==> src/rtl/core/shvs_pkg.sv <==
// shared types and constants of the smoothed heaviside unit
// quarter-wave sine table and the control word that travels with each item
// no dependencies
package shvs_pkg;

    localparam logic [30:0] HW_RESET   = 31'd65536;
    localparam logic [13:0] INV_TWO_PI = 14'd10430;
    localparam logic [16:0] SINE_ONE   = 17'd65536;
    localparam logic [14:0] QUARTER    = 15'd16384;

    typedef struct packed {
        logic valid;
        logic eog;
        logic f_zero;
        logic f_one;
        logic f_half;
    } t_ctl;

    function automatic logic [16:0] sine_tab(input logic [4:0] idx);
        logic [16:0] v;
        case (idx)
            5'd0:    v = 17'd0;
            5'd1:    v = 17'd6424;
            5'd2:    v = 17'd12785;
            5'd3:    v = 17'd19024;
            5'd4:    v = 17'd25080;
            5'd5:    v = 17'd30893;
            5'd6:    v = 17'd36410;
            5'd7:    v = 17'd41576;
            5'd8:    v = 17'd46341;
            5'd9:    v = 17'd50660;
            5'd10:   v = 17'd54491;
            5'd11:   v = 17'd57798;
            5'd12:   v = 17'd60547;
            5'd13:   v = 17'd62714;
            5'd14:   v = 17'd64277;
            5'd15:   v = 17'd65220;
            5'd16:   v = 17'd65536;
            default: v = 17'd65536;
        endcase
        return v;
    endfunction

endpackage

==> src/rtl/core/smoothed_heaviside_unit.sv <==
// top level of the smoothed heaviside unit: half-width register, pipeline, result stage
// depends on shvs_pkg, shvs_front, shvs_div, shvs_sine
// Takes one level value per clock (busy is always low) and presents its result on
// o_heaviside with o_strobe high for one cycle, once the item has passed the front
// register, the divider stages, the sine stages and the result register; the divider
// resolves one quotient bit per stage. Results come in input order and cannot be
// held off, so the receiver must take one in every cycle that o_strobe is high. Write
// half_width only while no item is in flight.
module smoothed_heaviside_unit #(
    parameter int FRAC_BITS = 16
) (
    input  logic                 i_clk,
    input  logic                 i_rst_n,
    input  logic                 start,
    output logic                 busy,
    input  logic [31:0]          i_level_value,
    input  logic                 i_end_of_grid,
    input  logic                 i_cfg_we,
    input  logic [30:0]          i_cfg_wdata,
    output logic                 o_strobe,
    output logic [FRAC_BITS:0]   o_heaviside,
    output logic                 o_end_of_grid_out
);
    import shvs_pkg::*;

    localparam int M  = (FRAC_BITS > 16) ? FRAC_BITS : 16;
    localparam int QB = M + 2;
    localparam int PW = 32 + FRAC_BITS;

    logic [30:0]        r_half_width;
    logic [32:0]        fr_u;
    t_ctl               fr_ctl;
    logic [QB-1:0]      dv_quo;
    t_ctl               dv_ctl;
    logic [FRAC_BITS:0] sn_t;
    logic               sn_neg;
    logic [30:0]        sn_prod;
    t_ctl               sn_ctl;

    logic [PW-1:0]             round_sum;
    logic [FRAC_BITS-1:0]      term;
    logic signed [FRAC_BITS+2:0] h_s;
    logic [FRAC_BITS:0]        n_heaviside;
    logic                      r_strobe;
    logic [FRAC_BITS:0]        r_heaviside;
    logic                      r_eog;

    assign busy = 1'b0;

    always_ff @(posedge i_clk) begin
        if (!i_rst_n) begin
            r_half_width <= HW_RESET;
        end else if (i_cfg_we) begin
            r_half_width <= i_cfg_wdata;
        end
    end

    shvs_front u_front (
        .i_clk   (i_clk),
        .i_rst_n (i_rst_n),
        .i_take  (start && !busy),
        .i_phi   (i_level_value),
        .i_eog   (i_end_of_grid),
        .i_eps   (r_half_width),
        .o_u     (fr_u),
        .o_ctl   (fr_ctl)
    );

    shvs_div #(.QB(QB)) u_div (
        .i_clk   (i_clk),
        .i_rst_n (i_rst_n),
        .i_u     (fr_u),
        .i_den   ({r_half_width, 1'b0}),
        .i_ctl   (fr_ctl),
        .o_quo   (dv_quo),
        .o_ctl   (dv_ctl)
    );

    shvs_sine #(.F(FRAC_BITS), .M(M)) u_sine (
        .i_clk   (i_clk),
        .i_rst_n (i_rst_n),
        .i_quo   (dv_quo),
        .i_ctl   (dv_ctl),
        .o_t     (sn_t),
        .o_neg   (sn_neg),
        .o_prod  (sn_prod),
        .o_ctl   (sn_ctl)
    );

    always_comb begin
        round_sum = {1'b0, sn_prod, {FRAC_BITS{1'b0}}} + (PW'(1) << 31);
        term      = round_sum[PW-1:32];
        if (sn_neg) begin
            h_s = $signed({2'b00, sn_t}) + $signed({3'b000, term});
        end else begin
            h_s = $signed({2'b00, sn_t}) - $signed({3'b000, term});
        end
        if (sn_ctl.f_zero) begin
            n_heaviside = '0;
        end else if (sn_ctl.f_one) begin
            n_heaviside = (FRAC_BITS+1)'(1) << FRAC_BITS;
        end else if (sn_ctl.f_half) begin
            n_heaviside = (FRAC_BITS+1)'(1) << (FRAC_BITS - 1);
        end else if (h_s < 0) begin
            n_heaviside = '0;
        end else if (h_s > $signed((FRAC_BITS+3)'(1) << FRAC_BITS)) begin
            n_heaviside = (FRAC_BITS+1)'(1) << FRAC_BITS;
        end else begin
            n_heaviside = h_s[FRAC_BITS:0];
        end
    end

    always_ff @(posedge i_clk) begin
        if (!i_rst_n) begin
            r_strobe <= 1'b0;
        end else begin
            r_strobe <= sn_ctl.valid;
        end
    end

    always_ff @(posedge i_clk) begin
        r_heaviside <= n_heaviside;
        r_eog       <= sn_ctl.eog;
    end

    assign o_strobe          = r_strobe;
    assign o_heaviside       = r_heaviside;
    assign o_end_of_grid_out = r_eog;

endmodule

==> src/rtl/core/shvs_front.sv <==
// input stage: band test against the half-width and offset u = phi + eps
// depends on shvs_pkg
module shvs_front (
    input  logic              i_clk,
    input  logic              i_rst_n,
    input  logic              i_take,
    input  logic [31:0]       i_phi,
    input  logic              i_eog,
    input  logic [30:0]       i_eps,
    output logic [32:0]       o_u,
    output shvs_pkg::t_ctl    o_ctl
);
    import shvs_pkg::*;

    logic signed [32:0] phi_e;
    logic signed [32:0] eps_e;
    logic signed [32:0] sum;
    t_ctl               n_ctl;
    t_ctl               r_ctl;
    logic [32:0]        r_u;

    always_comb begin
        phi_e        = {i_phi[31], i_phi};
        eps_e        = {2'b00, i_eps};
        sum          = phi_e + eps_e;
        n_ctl.valid  = i_take;
        n_ctl.eog    = i_eog;
        n_ctl.f_zero = phi_e < -eps_e;
        n_ctl.f_one  = phi_e > eps_e;
        n_ctl.f_half = (i_eps == 31'd0) && (i_phi == 32'd0);
    end

    always_ff @(posedge i_clk) begin
        if (!i_rst_n) begin
            r_ctl <= '0;
        end else begin
            r_ctl <= n_ctl;
        end
    end

    always_ff @(posedge i_clk) begin
        r_u <= sum;
    end

    assign o_u   = r_u;
    assign o_ctl = r_ctl;

endmodule

==> src/rtl/core/shvs_div.sv <==
// pipelined restoring divider, one quotient bit per stage
// quotient = floor(u * 2^(QB-1) / den) for u <= den; depends on shvs_pkg
module shvs_div #(
    parameter int QB = 18
) (
    input  logic              i_clk,
    input  logic              i_rst_n,
    input  logic [32:0]       i_u,
    input  logic [31:0]       i_den,
    input  shvs_pkg::t_ctl    i_ctl,
    output logic [QB-1:0]     o_quo,
    output shvs_pkg::t_ctl    o_ctl
);
    import shvs_pkg::*;

    logic [31:0]   r_rem [QB];
    logic [QB-1:0] r_quo [QB];
    t_ctl          r_ctl [QB];
    logic [31:0]   n_rem [QB];
    logic [QB-1:0] n_quo [QB];
    logic [32:0]   step_val [QB];
    logic [32:0]   step_dif [QB];
    logic          step_bit [QB];
    logic [32:0]   den33;

    always_comb begin
        den33       = {1'b0, i_den};
        step_val[0] = i_u;
        step_dif[0] = i_u - den33;
        step_bit[0] = i_u >= den33;
        n_rem[0]    = step_bit[0] ? step_dif[0][31:0] : i_u[31:0];
        n_quo[0]    = QB'(step_bit[0]);
        for (int k = 1; k < QB; k++) begin
            step_val[k] = {r_rem[k-1], 1'b0};
            step_dif[k] = step_val[k] - den33;
            step_bit[k] = step_val[k] >= den33;
            n_rem[k]    = step_bit[k] ? step_dif[k][31:0] : step_val[k][31:0];
            n_quo[k]    = {r_quo[k-1][QB-2:0], step_bit[k]};
        end
    end

    always_ff @(posedge i_clk) begin
        if (!i_rst_n) begin
            for (int k = 0; k < QB; k++) begin
                r_ctl[k] <= '0;
            end
        end else begin
            r_ctl[0] <= i_ctl;
            for (int k = 1; k < QB; k++) begin
                r_ctl[k] <= r_ctl[k-1];
            end
        end
    end

    always_ff @(posedge i_clk) begin
        for (int k = 0; k < QB; k++) begin
            r_rem[k] <= n_rem[k];
            r_quo[k] <= n_quo[k];
        end
    end

    assign o_quo = r_quo[QB-1];
    assign o_ctl = r_ctl[QB-1];

endmodule

==> src/rtl/core/shvs_sine.sv <==
// rounding of t and phase, quarter-wave lookup with interpolation, scale by 1/(2 pi)
// three register stages; depends on shvs_pkg
module shvs_sine #(
    parameter int F = 16,
    parameter int M = 16
) (
    input  logic              i_clk,
    input  logic              i_rst_n,
    input  logic [M+1:0]      i_quo,
    input  shvs_pkg::t_ctl    i_ctl,
    output logic [F:0]        o_t,
    output logic              o_neg,
    output logic [30:0]       o_prod,
    output shvs_pkg::t_ctl    o_ctl
);
    import shvs_pkg::*;

    logic [M+1:0]  zt_full;
    logic [M+1:0]  zp_full;
    logic [F+2:0]  tsum;
    logic [18:0]   psum;
    logic [15:0]   phase;
    logic [14:0]   n_r15;
    logic [3:0]    idx;
    logic [16:0]   tab_a;
    logic [16:0]   tab_b;
    logic [16:0]   diff;
    logic [26:0]   interp;
    logic [16:0]   n_mag;

    t_ctl          r_ctl1, r_ctl2, r_ctl3;
    logic [F:0]    r_t1, r_t2, r_t3;
    logic [1:0]    r_q1;
    logic          r_neg2, r_neg3;
    logic [14:0]   r_r15;
    logic [16:0]   r_mag;
    logic [30:0]   r_prod;

    always_comb begin
        zt_full = i_quo >> (M - F);
        zp_full = i_quo >> (M - 16);
        tsum    = {1'b0, zt_full[F+1:0]} + (F+3)'(1);
        psum    = {1'b0, zp_full[17:0]} + 19'd1;
        phase   = psum[16:1];
        if (phase[14]) begin
            n_r15 = QUARTER - {1'b0, phase[13:0]};
        end else begin
            n_r15 = {1'b0, phase[13:0]};
        end
    end

    always_comb begin
        idx    = r_r15[13:10];
        tab_a  = sine_tab({1'b0, idx});
        tab_b  = sine_tab({1'b0, idx} + 5'd1);
        diff   = tab_b - tab_a;
        interp = 27'(diff) * 27'(r_r15[9:0]);
        if (r_r15[14]) begin
            n_mag = SINE_ONE;
        end else begin
            n_mag = tab_a + interp[26:10];
        end
    end

    always_ff @(posedge i_clk) begin
        if (!i_rst_n) begin
            r_ctl1 <= '0;
            r_ctl2 <= '0;
            r_ctl3 <= '0;
        end else begin
            r_ctl1 <= i_ctl;
            r_ctl2 <= r_ctl1;
            r_ctl3 <= r_ctl2;
        end
    end

    always_ff @(posedge i_clk) begin
        r_t1   <= tsum[F+1:1];
        r_q1   <= phase[15:14];
        r_r15  <= n_r15;
        r_t2   <= r_t1;
        r_neg2 <= r_q1[1];
        r_mag  <= n_mag;
        r_t3   <= r_t2;
        r_neg3 <= r_neg2;
        r_prod <= 31'(r_mag) * 31'(INV_TWO_PI);
    end

    assign o_t    = r_t3;
    assign o_neg  = r_neg3;
    assign o_prod = r_prod;
    assign o_ctl  = r_ctl3;

endmodule

==> config.mk <==
export PLATFORM = sky130hd
export DESIGN_NAME = smoothed_heaviside_unit
export DESIGN_NICKNAME = d
export VERILOG_FILES = /design/src/rtl/core/shvs_pkg.sv /design/src/rtl/core/smoothed_heaviside_unit.sv /design/src/rtl/core/shvs_front.sv /design/src/rtl/core/shvs_div.sv /design/src/rtl/core/shvs_sine.sv
export SDC_FILE = /design/constraint.sdc
export NUM_CORES = 2
export LEC_CHECK = 0
export ABC_AREA = 1
export BUFFER_PORTS_ARGS = -buffer_cell sky130_fd_sc_hd__buf_2
export CORE_ASPECT_RATIO = 1.75
export CORE_MARGIN = 3
export CORE_UTILIZATION = 55
export CTS_BUF_LIST = sky130_fd_sc_hd__clkbuf_8
export DETAILED_ROUTE_END_ITERATION = 8
export PLACE_DENSITY = 0.77
export SYNTH_ARGS = -nofsm -noshare
export SYNTH_HDL_FRONTEND = slang
export SYNTH_SLANG_ARGS = --single-unit
==> constraint.sdc <==
create_clock -name i_clk -period 11.77 [get_ports i_clk]
set_input_delay 2.354 -clock i_clk [delete_from_list [all_inputs] [get_ports i_clk]]
set_output_delay 2.354 -clock i_clk [all_outputs]
set_load 0.1 [all_outputs]
Word level (Yosys, flattened, before mapping)
Memories as Yosys holds them, arrays and structs flattened. A register that Yosys moved wholly into a read port is not among the register bits.
Index checks and enable logic that the tools add are counted.
{ "op_classes": {"order_cmp": 22, "n_addsub": 28, "multipliers": 2, "muxes": 44, "n_reduce_logical": 6, "bitwise_logic": 18} }
{ "op_table": {"columns": ["operator", "n"], "rows": [
  ["$ge A33 B32 Y1", 18],
  ["$mux W32", 18],
  ["$sub A32 B32 Y32", 18],
  ["$mux W5", 18],
  ["$mux W17", 4],
  ["$add A47 B32 Y48 const B", 1],
  ["$add A32 B32 Y33", 1],
  ["$lt A32 B33 Y1", 1],
  ["$neg A31 Y33", 1],
  ["$gt A32 B32 Y1", 1],
  ["$logic_not A32 Y1", 1],
  ["$logic_not A31 Y1", 1],
  ["$mul A17 B13 Y30 const B", 1],
  ["$mul A17 B10 Y27", 1],
  ["$gt A19 B18 Y1 const B", 1],
  ["$lt A19 B1 Y1 const B", 1],
  ["$mux W19", 1],
  ["$add A17 B16 Y18", 1],
  ["$add A18 B1 Y18 const B", 1],
  ["$or A1 B1 Y1", 18],
  ["$sub A17 B16 Y18", 1],
  ["$add A17 B17 Y17", 1],
  ["$sub A17 B17 Y17", 1],
  ["$sub A15 B14 Y15 const A", 1],
  ["other kinds (7)", 8]
]} }
{ "totals": {"elab_cells": 157, "output_inout_bits": 20, "mem_bits_rw": 990, "regBits": 215, "romBits": 800, "memories": 5, "inputBits": 68} }
{ "mem_list": {"columns": ["memory", "depth", "width", "rd", "rd_ports_with_merged_regs", "write_ports", "line", "text"], "rows": [
  ["u_div.r_rem", 18, 32, 17, 0, 18, "shvs_div.sv:16", "logic [31:0] r_rem [QB];"],
  ["(no name shown)", 32, 17, 1, 0, 0, "shvs_pkg.sv:21", "case (idx)"],
  ["u_div.r_quo", 18, 18, 18, 0, 18, "shvs_div.sv:17", "logic [QB-1:0] r_quo [QB];"],
  ["(no name shown)", 16, 16, 1, 1, 0, "shvs_pkg.sv:21", null],
  ["u_div.r_ctl", 18, 5, 18, 1, 18, "shvs_div.sv:18", "t_ctl r_ctl [QB];"]
]} }

Longest topological paths before layout
{ "logic_depth": {"ltp_word": 8, "ltp_mapped": 50, "ltp_nobuf": 50} }

Modules after synthesis
Synthesis repeated with hierarchy kept, for this count alone.
{ "unflattened": {"cells_unflattened": 15207, "hier_area_um2": 94740.9} }
{ "by_module_without_submodules": {"columns": ["mod", "seq_area_each_um2", "area_per_inst_um2", "instances", "cells_per_inst"], "rows": [
  ["shvs_div", 16115.5, 68919.8, 1, 11631],
  ["shvs_sine", 2862.7, 15952.8, 1, 1953],
  ["shvs_front", 760.7, 5512.8, 1, 890],
  ["smoothed_heaviside_unit", 1001.0, 4355.4, 1, 733]
]} }

Worst setup path after synthesis
Ideal clock, no wire load.
{ "synth_path": {"kind": "register to register", "startpoint": "register u_sine.r_r15[10]", "endpoint": "register u_sine.r_mag[16]", "t_arrival_ns": 8.389, "period_less_slack_ns": 8.518, "stages_incl_launch_ff": 45, "n_path_buf": 1, "required_time_ns": 11.641, "setup_ns": 0.129, "setup_slack_ns": 3.252, "cell_sequence": "dfxtp_1 ha_1 ha_1 clkbuf_1 a21oi_1 o211ai_1 ha_1 fa_1 inv_1 nand3_1 nand2_1 nand3_1 nand2_1 a21boi_1 o21ai_0 nand3_1 nand2_1 xor2_1 [... 9 more ...] ha_1 nand2_1 nor2_1 inv_1 nor2_1 inv_1 or3_1 o2111ai_1 nand2_1 ha_1 nand2_1 nor2_1 nand2_1 nand3_1 a31oi_1 xor2_1 a21oi_1 nand3b_1"} }
{ "synth_via": {"elab_chain_cells": 5} }
{ "synth_lines": {"columns": ["element", "line", "text"], "rows": [
  ["start: declaration", "shvs_sine.sv:35", "logic [14:0] r_r15;"],
  ["start signal: assignment", "shvs_sine.sv:80", "r_r15 <= n_r15;"],
  ["$add A4 B1 Y5", "shvs_sine.sv:55", "tab_b = sine_tab({1'b0, idx} + 5'd1);"],
  ["$mem_v2 Z32 W17", null, null],
  ["$sub A17 B17 Y17", "shvs_sine.sv:56", "diff = tab_b - tab_a;"],
  ["$mul A17 B10 Y27", "shvs_sine.sv:57", "interp = 27'(diff) * 27'(r_r15[9:0]);"],
  ["$add A17 B17 Y17", "shvs_sine.sv:61", "n_mag = tab_a + interp[26:10];"],
  ["end signal: assignment", "shvs_sine.sv:83", "r_mag <= n_mag;"],
  ["end: declaration", "shvs_sine.sv:36", "logic [16:0] r_mag;"]
]} }
Every way passes these cells.
A chain may end at the register's enable or synchronous reset.

Worst setup path in the final report
{ "layout_path": {"startpoint": "register u_sine.r_r15[10]", "endpoint": "register u_sine.r_mag[12]"} }
Same word-level chain as after synthesis.

==> key figures <==
Setup path
  • Slowest CP cell: xor2_1
  • Reg2Reg Launch Point: u_sine.r_r15[10]
  • Crit start category: flip-flop
  • R2r endpoint: u_sine.r_mag[12]
  • Setup Crit Path Kind: flip-flop to flip-flop
  • Endpoint class of the critical path: flip-flop
  • Flop2flop setup slack: 1.09 ns
  • Max incr delay on CP: approximately 0.76 ns
  • Required time of the critical path: ~13 ns
  • Crit path DAT: 11.53 ns
  • R2r worst-path depth: between 40 and 50
  • Most frequent CP cell: nand2_1
  • Crit-path max FO: 14

Placement
  • Port Buffers: 86
  • HPWL reported at the end of detailed placement: 205 mm
  • Routability cong.: 0.997

Timing
  • Worst Tran Pin Value: 1.25 ns
  • Slew Viols, Final: 0
  • Final period utilization: 0.907
  • Max Freq: between 90 and 100 MHz
  • Final setup fails: 0
  • Skew final: 0.0508 ns
  • Final TNS setup: 0 ns
  • RSZ-0062 raised after global routing: false
  • Slew headroom: 0.160
  • Min Tclk post-route: roughly 11 ns
  • Hold Fails Final Rpt: 0

GRT
  • All-Layer GR Usage: 0.361
  • GRT Residual Overflow: 0
  • First-pass GRT wire length: 394 mm
  • Vias in the first global route: 73500
  • Largest net degree at the start of global routing: 92
  • Initial antenna violation count: 13

Detailed routing
  • Antenna viol nets, final: 0
  • Via count: 72300
  • WL per Instance: around 21 um
  • WL final: 261 mm
  • Vias per inst: 5.71
  • Residual DRC: 0
  • Initial drt markers: around 4400
  • Pre-antenna DRT Iters: 6

Clock tree
  • Root Driver: clkbuf_8
  • CTS clock-pin slew for the worst setup and hold paths: 0.07 ns
  • Clock latency on the worst-skew pair: 0.93 ns
  • Cts repair resizes: 0
  • Cts bufs inserted: between 150 and 200
  • Setup Buffers After CTS: 0
  • CTS tree: built
  • H-tree depth: 4
  • Clock sinks: 1006
  • Clock Path Buffers: 3
  • Hold_buf cts: 0

Die
  • Die area: about 140000 sq um
  • Die H: 497 um
  • Core area: roughly 140000 sq um
  • Die width: 286 um
  • Initial Util: 0.555
  • # IOs: 88
  • Row count: 179

Synth
  • Synth cell count leaders: 2686 x nand2_1, 1382 x inv_1, 1006 x dfxtp_1, 897 x ha_1, 819 x nor2_1
  • Top FF cell, synth: dfxtp_1
  • Largest area contributor in the netlist: dfxtp_1
  • Synth top area share: 0.266
  • Mapped Area: 75700 sq um
  • Synth cell types: 65
  • Post-Syn Nets: about 12000
  • Register bit count reported by yosys: 1006
  • Cell with the most instances after synthesis: nand2_1
  • Post-Synthesis Cells: 10600
  • Avg Inst Size Synth: 7.16 sq um
  • Asr flop ratio synth: 0
  • Sequential fraction of the synthesis area: 0.266
  • Yosys warns: 0
  • Post-synth EDFFs: 0
  • Synth top area cells: dfxtp_1 27%, ha_1 15%, nand2_1 13%, inv_1 6.9%, fa_1 5.8%

Worst hold path
  • Hold Path Origin: u_div.r_quo[15][5]
  • Hold depth: 0
  • Hold Crit Class: flip-flop to flip-flop
  • Worst Hold End: u_div.r_quo[16][6]

Cells and area
  • Area growth from synthesis to layout: 7.92%
  • Final core utilization: 0.599
  • Nets: 11900
  • Layout cell share with drive strength beyond 1: 0.0484

Outcome
  • Run status: completed

Job
  • Maxcap violations: 0
==> metal layers <==
layer,GRT usage,up-vias,routed length (um)
met5,0,-,27
met4,0.391,4,33400
met3,0.0574,1338,12200
met2,0.671,2518,133000
met1,0.312,33300,82800
li1,-,35100,-
==> how the worst max path moves through the flow <==
stage / to / start / cells past startpoint
CTS: u_sine.r_mag[12] / u_sine.r_r15[10] / 44
global placement: u_sine.r_mag[12] / u_sine.r_r15[10] / 38
global route: u_sine.r_mag[12] / u_sine.r_r15[10] / 44
floorplan: u_sine.r_mag[16] / u_sine.r_r15[10] / 44
finish: u_sine.r_mag[12] / u_sine.r_r15[10] / 44
detailed placement: u_sine.r_mag[12] / u_sine.r_r15[10] / 44
==> cells in the final DEF (no fill, tap or decap), types with 185 or more instances in the layout <==
master and count:
nand2_1 2686, nand3_1 509, ha_1 897, xor2_1 216
a21oi_1 735, inv_1 1405, o21ai_0 654, xnor2_1 242
dfxtp_1 1004, clkbuf_8 185, nor2_1 819, fa_1 220
==> logic make-up (layout without fill, tap and decap cells) <==
logic type | after synthesis | after routing | synth area share
and+or+nand+nor | 4490 | 4490 | 0.247
AOI/OAI and AO/OA | 1943 | 1943 | 0.147
buffers and inverters | 1553 | 1819 | 0.0798
adders and majority gates | 1117 | 1117 | 0.207
DFF | 1006 | 1006 | 0.266
xor gates and xnor gates | 460 | 460 | 0.0536
muxes | 2 | 2 | 0.000265
other | 1 | 16 | 0.0000496
==> stage by stage <==
step	cell area, sq um	setup slack (ns)	hold WS, ns	instances
finish	81700	1.09	0.315	12700
global route	81600	0.477	0.314	12700
CTS	81600	1.25	0.305	12600
detailed placement	78000	1.28	0.312	12400
global placement	78000	1.35	0.310	12400
floorplan	75700	3.25	0.310	10600
==> registers in the layout, summed over array words and instances, names as in the netlist, 14 cells and up <==
name	cells
r_half_width	31
u_sine.o_prod	16
u_sine.r_t1	17
u_sine.o_t	17
u_div.r_quo	171
u_sine.r_mag	17
u_div.r_ctl	90
u_front.o_u	33
o_heaviside	17
u_sine.r_t2	17
u_div.r_rem	528
u_sine.r_r15	14
u_sine.tab_a	16
==> cell type report <==
| cell class | count | area, sq um |
|---|---|---|
| sequential | 1006 | 20100 |
| fill | 12800 | 54700 |
| clock buffer | 185 | 2550 |
| antenna | 15 | 37.5 |
| multi-input combinational | 8013 | 49500 |
| clock inverter | 96 | 1080 |
| tap | 1810 | 2260 |
| timing repair buffer | 140 | 842 |
| inverter | 1398 | 5250 |
==> critical path, delay by kind of cell, from the launching register on <==
kind	cells	cell delay, ns
buf+inv	8	1.21
flops	1	0.50
xor+xnor	2	1.02
fa+ha+maj	8	3.79
simple gates	16	2.01
compound gates	10	2.12
Power is left out: the tool's default activity adds up to more than one toggle a clock period on the data nets, which glitch-free logic cannot reach.
